### src/rtl/slcd_pkg.sv
// ----------------------------------------------------------------------------
// Sprite line command decoder package
// Parser phases, result codes, stream constants and the parser state record.
// ----------------------------------------------------------------------------
package slcd_pkg;

  parameter int unsigned MaxLines    = 1024;
  parameter int unsigned HeaderBytes = 18;

  localparam logic [11:0] ColMax = 12'hFFF;

  localparam logic [7:0] MarkLine  = 8'h01;
  localparam logic [7:0] MarkEmpty = 8'h02;

  localparam logic [7:0] CmdNop  = 8'h00;
  localparam logic [7:0] CmdEnd  = 8'h02;
  localparam logic [7:0] CmdSkip = 8'h03;
  localparam logic [7:0] CmdRun  = 8'h04;

  typedef enum logic [2:0] {
    PH_HALT,
    PH_HEADER,
    PH_LEN,
    PH_MARK,
    PH_ARG,
    PH_CMD,
    PH_PIX,
    PH_DONEP
  } phase_e;

  typedef enum logic [1:0] {
    KIND_PIXEL,
    KIND_DONE,
    KIND_ERROR
  } kind_e;

  typedef enum logic [1:0] {
    ERR_NONE,
    ERR_MARKER,
    ERR_END_EARLY,
    ERR_UNKNOWN_CMD
  } err_e;

  typedef struct packed {
    phase_e      phase;
    logic [9:0]  line_number;
    logic [7:0]  line_length;
    logic [9:0]  line_offset;
    logic [7:0]  held_argument;
    logic [7:0]  run_remaining;
    logic        run_was_odd;
    logic [11:0] column;
  } state_t;

  typedef struct packed {
    kind_e       kind;
    logic [11:0] x_pos;
    logic [9:0]  y_pos;
    logic [7:0]  color_index;
    err_e        error_code;
  } result_t;

  // Number of lines actually parsed for a given frame height.
  function automatic logic [9:0] lines_used(input logic [9:0] height);
    if (32'(height) < MaxLines - 1) begin
      return height;
    end
    return 10'(MaxLines - 1);
  endfunction

endpackage

### src/rtl/slcd_step.sv
// ----------------------------------------------------------------------------
// Sprite line command decoder step logic
// Next parser state and the optional result word for one stream byte.
// ----------------------------------------------------------------------------
module slcd_step (
  input  slcd_pkg::state_t  cur_i,
  input  logic [7:0]        data_byte_i,
  input  logic              frame_start_i,
  input  logic [9:0]        lines_i,
  output slcd_pkg::state_t  nxt_o,
  output logic              emit_o,
  output slcd_pkg::result_t res_o
);

  slcd_pkg::state_t  nxt;
  slcd_pkg::result_t res;
  logic              emit;
  logic              do_done;
  logic              do_fail;
  slcd_pkg::err_e    fail_code;
  logic              do_finish;
  logic              do_end;
  logic              fin_emit;
  logic [9:0]        hdr_off;
  logic [9:0]        off_inc;
  logic [9:0]        ln_next;
  logic [12:0]       col_sum;
  logic [7:0]        rem_dec;

  always_comb begin
    nxt       = cur_i;
    emit      = 1'b0;
    do_done   = 1'b0;
    do_fail   = 1'b0;
    fail_code = slcd_pkg::ERR_NONE;
    do_finish = 1'b0;
    do_end    = 1'b0;
    fin_emit  = 1'b0;
    res       = '{kind: slcd_pkg::KIND_PIXEL, x_pos: '0, y_pos: '0,
                  color_index: '0, error_code: slcd_pkg::ERR_NONE};

    hdr_off = (frame_start_i ? 10'd0 : cur_i.line_offset) + 10'd1;
    off_inc = cur_i.line_offset + 10'd1;
    ln_next = cur_i.line_number + 10'd1;
    col_sum = {1'b0, cur_i.column} + {5'd0, cur_i.held_argument};
    rem_dec = cur_i.run_remaining - 8'd1;

    if (frame_start_i || cur_i.phase == slcd_pkg::PH_HEADER) begin
      if (frame_start_i) begin
        nxt       = '0;
        nxt.phase = slcd_pkg::PH_HEADER;
      end
      nxt.line_offset = hdr_off;
      if (32'(hdr_off) >= slcd_pkg::HeaderBytes) begin
        nxt.line_offset = '0;
        if (lines_i == 10'd0) begin
          do_done = 1'b1;
        end else begin
          nxt.phase = slcd_pkg::PH_LEN;
        end
      end
    end else begin
      unique case (cur_i.phase)
        slcd_pkg::PH_LEN: begin
          nxt.line_length = data_byte_i;
          nxt.phase       = slcd_pkg::PH_MARK;
        end
        slcd_pkg::PH_MARK: begin
          if (data_byte_i != slcd_pkg::MarkLine &&
              !(data_byte_i == slcd_pkg::MarkEmpty && cur_i.line_length == 8'd0)) begin
            do_fail   = 1'b1;
            fail_code = slcd_pkg::ERR_MARKER;
          end else begin
            nxt.column      = '0;
            nxt.line_offset = '0;
            if (cur_i.line_length == 8'd0) begin
              do_end = 1'b1;
            end else begin
              nxt.phase = slcd_pkg::PH_ARG;
            end
          end
        end
        slcd_pkg::PH_ARG: begin
          nxt.held_argument = data_byte_i;
          nxt.line_offset   = off_inc;
          nxt.phase         = slcd_pkg::PH_CMD;
        end
        slcd_pkg::PH_CMD: begin
          nxt.line_offset = off_inc;
          unique case (data_byte_i)
            slcd_pkg::CmdNop: begin
              do_finish = 1'b1;
            end
            slcd_pkg::CmdEnd: begin
              if ({1'b0, cur_i.line_number} + 11'd1 != {1'b0, lines_i}) begin
                do_fail   = 1'b1;
                fail_code = slcd_pkg::ERR_END_EARLY;
              end else begin
                do_finish = 1'b1;
              end
            end
            slcd_pkg::CmdSkip: begin
              nxt.column = col_sum[12] ? slcd_pkg::ColMax : col_sum[11:0];
              do_finish  = 1'b1;
            end
            slcd_pkg::CmdRun: begin
              nxt.run_remaining = cur_i.held_argument;
              nxt.run_was_odd   = cur_i.held_argument[0];
              if (cur_i.held_argument == 8'd0) begin
                do_finish = 1'b1;
              end else begin
                nxt.phase = slcd_pkg::PH_PIX;
              end
            end
            default: begin
              do_fail   = 1'b1;
              fail_code = slcd_pkg::ERR_UNKNOWN_CMD;
            end
          endcase
        end
        slcd_pkg::PH_PIX: begin
          nxt.line_offset = off_inc;
          if (cur_i.run_remaining != 8'd0) begin
            emit            = 1'b1;
            res.kind        = slcd_pkg::KIND_PIXEL;
            res.x_pos       = cur_i.column;
            res.y_pos       = cur_i.line_number;
            res.color_index = data_byte_i;
            if (cur_i.column < slcd_pkg::ColMax) begin
              nxt.column = cur_i.column + 12'd1;
            end
            nxt.run_remaining = rem_dec;
            if (rem_dec == 8'd0 && !cur_i.run_was_odd) begin
              do_finish = 1'b1;
              fin_emit  = 1'b1;
            end
          end else begin
            nxt.run_was_odd = 1'b0;
            do_finish       = 1'b1;
          end
        end
        slcd_pkg::PH_DONEP: begin
          do_done = 1'b1;
        end
        default: begin
        end
      endcase
    end

    if (do_finish) begin
      if (nxt.line_offset >= {2'b00, cur_i.line_length}) begin
        do_end = 1'b1;
      end else begin
        nxt.phase = slcd_pkg::PH_ARG;
      end
    end

    if (do_end) begin
      nxt.line_number = ln_next;
      if (ln_next >= lines_i) begin
        if (fin_emit) begin
          nxt.phase = slcd_pkg::PH_DONEP;
        end else begin
          do_done = 1'b1;
        end
      end else begin
        nxt.phase = slcd_pkg::PH_LEN;
      end
    end

    if (do_fail) begin
      emit           = 1'b1;
      res.kind       = slcd_pkg::KIND_ERROR;
      res.x_pos      = cur_i.column;
      res.y_pos      = cur_i.line_number;
      res.error_code = fail_code;
      nxt.phase      = slcd_pkg::PH_HALT;
    end

    if (do_done) begin
      emit      = 1'b1;
      res       = '{kind: slcd_pkg::KIND_DONE, x_pos: '0, y_pos: '0,
                    color_index: '0, error_code: slcd_pkg::ERR_NONE};
      nxt.phase = slcd_pkg::PH_HALT;
    end
  end

  assign nxt_o  = nxt;
  assign emit_o = emit;
  assign res_o  = res;

endmodule

### src/rtl/slcd_out_reg.sv
// ----------------------------------------------------------------------------
// Sprite line command decoder result register
// Holds one result word until the consumer takes it.
// ----------------------------------------------------------------------------
module slcd_out_reg (
  input  logic              clk_i,
  input  logic              rst_ni,
  input  logic              load_i,
  input  slcd_pkg::result_t res_i,
  input  logic              out_ready_i,
  output logic              out_valid_o,
  output slcd_pkg::result_t res_o
);

  logic              valid_q;
  logic              valid_d;
  slcd_pkg::result_t res_q;

  always_comb begin
    valid_d = valid_q & ~out_ready_i;
    if (load_i) begin
      valid_d = 1'b1;
    end
  end

  always_ff @(posedge clk_i or negedge rst_ni) begin
    if (!rst_ni) begin
      valid_q <= 1'b0;
    end else begin
      valid_q <= valid_d;
    end
  end

  always_ff @(posedge clk_i) begin
    if (load_i) begin
      res_q <= res_i;
    end
  end

  assign out_valid_o = valid_q;
  assign res_o       = res_q;

endmodule

### src/rtl/sprite_line_command_decoder.sv
// ----------------------------------------------------------------------------
// Sprite line command decoder
// Parses a row-coded sprite byte stream into pixel, done and error words.
//
//   Channel  Direction  Handshake                Payload
//   cfg      in         cfg_valid_i/cfg_ready_o  cfg_frame_height_i
//   in       in         in_valid_i/in_ready_o    data_byte_i, frame_start_i
//   out      out        out_valid_o/out_ready_i  kind, x_pos, y_pos, color, error
//
// One byte is accepted per cycle when in_ready_o is high; results are registered.
// The input is ready whenever the result register is empty or being drained.
// After reset the parser is halted until a byte with frame_start arrives.
// Configuration writes are always accepted.
// ----------------------------------------------------------------------------
module sprite_line_command_decoder (
  input  logic        clk_i,
  input  logic        rst_ni,
  input  logic        cfg_valid_i,
  output logic        cfg_ready_o,
  input  logic [9:0]  cfg_frame_height_i,
  input  logic        in_valid_i,
  output logic        in_ready_o,
  input  logic [7:0]  data_byte_i,
  input  logic        frame_start_i,
  output logic        out_valid_o,
  input  logic        out_ready_i,
  output logic [1:0]  kind_o,
  output logic [11:0] x_pos_o,
  output logic [9:0]  y_pos_o,
  output logic [7:0]  color_index_o,
  output logic [1:0]  error_code_o
);

  logic              accept;
  logic [9:0]        frame_height_q;
  slcd_pkg::state_t  state_q;
  slcd_pkg::state_t  state_d;
  logic              emit;
  slcd_pkg::result_t step_res;
  slcd_pkg::result_t out_res;

  assign cfg_ready_o = 1'b1;
  assign in_ready_o  = ~out_valid_o | out_ready_i;
  assign accept      = in_valid_i & in_ready_o;

  always_ff @(posedge clk_i or negedge rst_ni) begin
    if (!rst_ni) begin
      frame_height_q <= 10'd1;
    end else if (cfg_valid_i) begin
      frame_height_q <= cfg_frame_height_i;
    end
  end

  always_ff @(posedge clk_i or negedge rst_ni) begin
    if (!rst_ni) begin
      state_q <= '{phase: slcd_pkg::PH_HALT, default: '0};
    end else if (accept) begin
      state_q <= state_d;
    end
  end

  slcd_step u_step (
    .cur_i         (state_q),
    .data_byte_i   (data_byte_i),
    .frame_start_i (frame_start_i),
    .lines_i       (slcd_pkg::lines_used(frame_height_q)),
    .nxt_o         (state_d),
    .emit_o        (emit),
    .res_o         (step_res)
  );

  slcd_out_reg u_out_reg (
    .clk_i       (clk_i),
    .rst_ni      (rst_ni),
    .load_i      (accept & emit),
    .res_i       (step_res),
    .out_ready_i (out_ready_i),
    .out_valid_o (out_valid_o),
    .res_o       (out_res)
  );

  assign kind_o        = out_res.kind;
  assign x_pos_o       = out_res.x_pos;
  assign y_pos_o       = out_res.y_pos;
  assign color_index_o = out_res.color_index;
  assign error_code_o  = out_res.error_code;

endmodule

### config.mk
export PLATFORM = sky130hd
export DESIGN_NAME = sprite_line_command_decoder
export DESIGN_NICKNAME = d
export VERILOG_FILES = /design/src/rtl/slcd_pkg.sv /design/src/rtl/slcd_step.sv /design/src/rtl/slcd_out_reg.sv /design/src/rtl/sprite_line_command_decoder.sv
export SDC_FILE = /design/constraint.sdc
export NUM_CORES = 1
export LEC_CHECK = 0
export BUFFER_PORTS_ARGS = -buffer_cell sky130_fd_sc_hd__buf_2
export CORE_ASPECT_RATIO = 1.1
export CORE_MARGIN = 10
export CORE_UTILIZATION = 55
export CTS_CLUSTER_DIAMETER = 150
export DETAILED_ROUTE_END_ITERATION = 10
export HOLD_SLACK_MARGIN = 0.12
export PLACE_DENSITY_LB_ADDON = 0.12
export SLEW_MARGIN = 30
export SYNTH_ARGS = -nofsm -noshare
export SYNTH_HDL_FRONTEND = slang
export SYNTH_SLANG_ARGS = --single-unit
### constraint.sdc
create_clock -name clk_i -period 6.2 [get_ports clk_i]
set_input_delay 1.24 -clock clk_i [delete_from_list [all_inputs] [get_ports clk_i]]
set_output_delay 1.24 -clock clk_i [all_outputs]
set_load 0.005 [all_outputs]
==> metrics.md <==
| Metric | Value |
|---|---|
| I/O pin total | `61` |
| Max cap viols | `0` |
| Non-Filler Instances | `972` |
| CP Data Required Time | `6.27 ns` |
| Die X-Extent | `127 microns` |
| Number of flops mapped to enable cells by yosys | `34` |
| Final Util | `62.6%` |
| Initial Utilization | `56.7%` |
| Worst hold path depth | `2` |
| Mapped Nets | `833` |
| CTS Buf Count | `9` |
| Syn Inst Count | `773` |
| Setup crit end kind | `flip-flop` |
| Clock Sink Count | `105` |
| PD cells | `236 nW/um^2` |
| Maximum vdd ir drop | `0.156 mV` |
| Largest stage delay, worst path | `0.58 ns` |
| Critical path depth in cells | `22` |
| DR DRC count | `0` |
| CP Cell Sequence | `buf_2 -> inv_1 -> nand2_1 -> inv_1 -> ha_1 -> nand3_1 -> mux2_2 -> o211ai_1 -> a21boi_1 -> mux2_2 -> a21oi_1 -> a21boi_0 -> ha_1 -> nor2b_1 -> o21ai_0 -> nand4_1 -> a21oi_1 -> o41ai_4 -> nand2_1 -> a31oi_2 -> a21oi_4 -> buf_16` |
| Clk_skew | `0.00731 ns` |
| Port Buffers | `59` |
| Core Box Area | `12200 sq um` |
| Critical Path Fanout Max | `19` |
| Sum of negative setup slack | `0 ns` |
| Slew margin rel. | `36.3%` |
| First-pass GRT wire length | `30300 microns` |
| Worst min-delay path class | `flip-flop to flip-flop` |
| DR pass1 iterations | `5` |
| Slew Limit Fails | `0` |
| H-tree depth | `3` |
| Fin crit period | `5.30 ns` |
| Clock Path Buffers | `2` |
| Placed Area | `7320 sq um` |
| Post-CTS Resized | `0` |
| Layout Area Growth over Synthesis | `10.3%` |
| Synth Warn # | `0` |
| Vias | `6091` |
| Multi-input gate area | `3800 sq um` |
| CTS tree | `yes` |
| Share of the yosys chip area belonging to registers | `40.5%` |
| Layout cell share with drive strength beyond 1 | `14.5%` |
| CP startpoint kind | `primary input` |
| Pleak | `3.27 nW` |
| CTS root buf | `clkbuf_16` |
| Die area | `17500 sq um` |
| Nets | `873` |
| Final WL | `18800 microns` |
| Setup bufs post-CTS | `0` |
| Largest net degree at the start of global routing | `72` |
| Inst Count DP | `956` |
| Chip height | `138 microns` |
| Syn Area/Cell | `8.95 sq um` |
| Fill cells | `1028` |
| Status | `completed` |
| GRT Total Usage | `21.4%` |
| Final hold vios | `0` |
| Critical path type | `primary input to flip-flop` |
| Reg area | `2800 sq um` |
| Post-CTS Hold Buffers | `0` |
| Final setup viols | `0` |
| Initial antenna violation count | `0` |
| DP Wirelength | `13900 microns` |
| Vias in the first global route | `5951` |
| Tightest Pin Transition | `0.952 ns` |
| Wire per inst | `19.3 microns` |
| F_max | `189 MHz` |
| Design area | `7630 sq um` |
| Routability cong. | `0.925` |
| Synthesized area | `6920 sq um` |
| Gr ovfl total | `0` |
| Detailed Route Iter0 Violations | `597` |
| Register bit total from synthesis | `105` |
| Post-synth top flop | `dfrtp_1` |
| Period utilization | `85.4%` |
| Buf+Inv Stages, Crit Path | `4` |
| R2R depth | `20` |
| Clock slew at reported path FFs | `0.08 ns` |
| ANT cells | `0` |
| DR vias/cell | `6.27` |
| Async SR Flop Fraction | `67.6%` |
| WP data arrival | `5.37 ns` |
| RSZ-0062 raised after global routing | `no` |
| Antenna Nets Post-Route | `0` |
| Post-synth cell types | `80` |
| Cell Rows | `42` |
| Family with the most delay on the worst path | `compound AO/OA/AOI/OAI gates` |
| Critical path's slowest cell | `a21oi_4` |
| Skew-Pair Late Insertion Delay | `0.36 ns` |
## final cells by class
cell class / instances / share of cell area [%]
timing repair buffer: 68 / 5.07
tap: 154 / 2.53
clock buffer: 10 / 3.13
clock inverter: 6 / 0.771
sequential: 105 / 36.7
inverter: 42 / 2.07
multi-input combinational: 587 / 49.8
## report_power, final
| part | leakage (nW) | internal, mW | switching [mW] |
|---|---|---|---|
| clock network | 0.148 | 0.293 | 0.283 |
| registers | 1.27 | 0.756 | 0.0681 |
| logic | 1.85 | 0.145 | 0.255 |
| total | 3.27 | 1.19 | 0.606 |
## registers in the layout (all words and copies together), names as in the netlist
name                   cells
u_out_reg.res_o           34
u_out_reg.out_valid_o      1
state_q                   60
frame_height_q            10
## path summary, 6_finish.rpt
kind                                          from  slack, ns                                end
setup / recovery                     frame_start_i       0.90  u_out_reg.res_o[28]$_SDFFCE_PN0P_
hold / removal             state_q[12]$_DFFE_PN0P_       0.53            state_q[12]$_DFFE_PN0P_
setup reg to reg           state_q[29]$_DFFE_PN0P_       1.33  u_out_reg.res_o[28]$_SDFFCE_PN0P_
hold reg to reg            state_q[12]$_DFFE_PN0P_       0.53            state_q[12]$_DFFE_PN0P_
max in group asynchronous                   rst_ni       4.71            state_q[43]$_DFFE_PN0P_
min in group asynchronous                   rst_ni       0.96             state_q[6]$_DFFE_PN0P_
## cells by family (layout without fill, tap and decap cells)
family / after synthesis / in the layout / share of synthesized area (%)
AOI/OAI and AO/OA: 222 / 222 / 20.6
xor gates and xnor gates: 20 / 20 / 2.53
adders and majority gates: 36 / 36 / 6.62
buffers and inverters: 81 / 126 / 4.85
DFF: 105 / 105 / 40.5
muxes: 11 / 11 / 1.74
other: 1 / 1 / 0.0542
and+or+nand+nor: 297 / 297 / 23.1
## metrics by stage
stage | hold slack, ns | power (mW) | setup slack [ns]
after floorplan | 0.467 | 1.10 | 0.358
after global placement | 0.499 | 1.22 | 0.455
after detailed placement | 0.510 | 1.23 | 0.543
after CTS | 0.526 | 1.80 | 0.920
after global routing | 0.560 | 1.88 | 0.550
final | 0.527 | 1.80 | 0.904
## metal layers
metal / up-vias / wire, microns / GRT usage [%]
li1: 2898 / - / -
met1: 2937 / 8270 / 27.2
met2: 213 / 9040 / 35.3
met3: 43 / 912 / 2.77
met4: 0 / 588 / 10.3
met5: - / 0 / 0
## Yosys cell counts (13+ instances only)
master,count,share of area (%)
nor3_1,14,1.0
o21ai_0,83,6.0
dfrtp_1,70,25
nor2_1,48,2.6
clkbuf_1,28,1.5
nand2_1,89,4.8
edfxtp_1,34,15
ha_1,35,6.3
inv_1,42,2.3
and2_1,29,2.6
a22o_1,13,1.6
a21oi_1,44,3.2
nand3_1,22,1.6
xnor2_1,18,2.3
## cells in the final DEF (no fill, tap or decap), types with 4 or more instances in the layout
cell type,n
nand2_1,89
o21ai_0,83
dfrtp_1,70
buf_2,59
nor2_1,48
a21oi_1,43
inv_1,42
ha_1,35
edfxtp_1,34
and2_1,29
nand3_1,22
xnor2_1,18
nor3_1,14
a22o_1,13
nand2b_1,11
a31oi_1,11
nand4_1,10
nor4_1,10
and3_1,10
nor2b_1,9
clkbuf_16,9
mux2_2,8
buf_4,7
or3_1,6
a21o_1,6
o211ai_1,6
or2_2,6
and4_1,6
o31ai_1,5
o21a_1,5
o21ai_1,4
o22ai_1,4
a211oi_1,4
o221ai_1,4
o41ai_1,4
## tightest hold or removal path, delay by kind of cell (launching register included)
kind	cells	cell delay (ns)
flip-flops	1	0.37
AO/OA/AOI/OAI	1	0.06
AND/OR/NAND/NOR	1	0.05
Note: power is estimated with default switching activity, not from simulation.
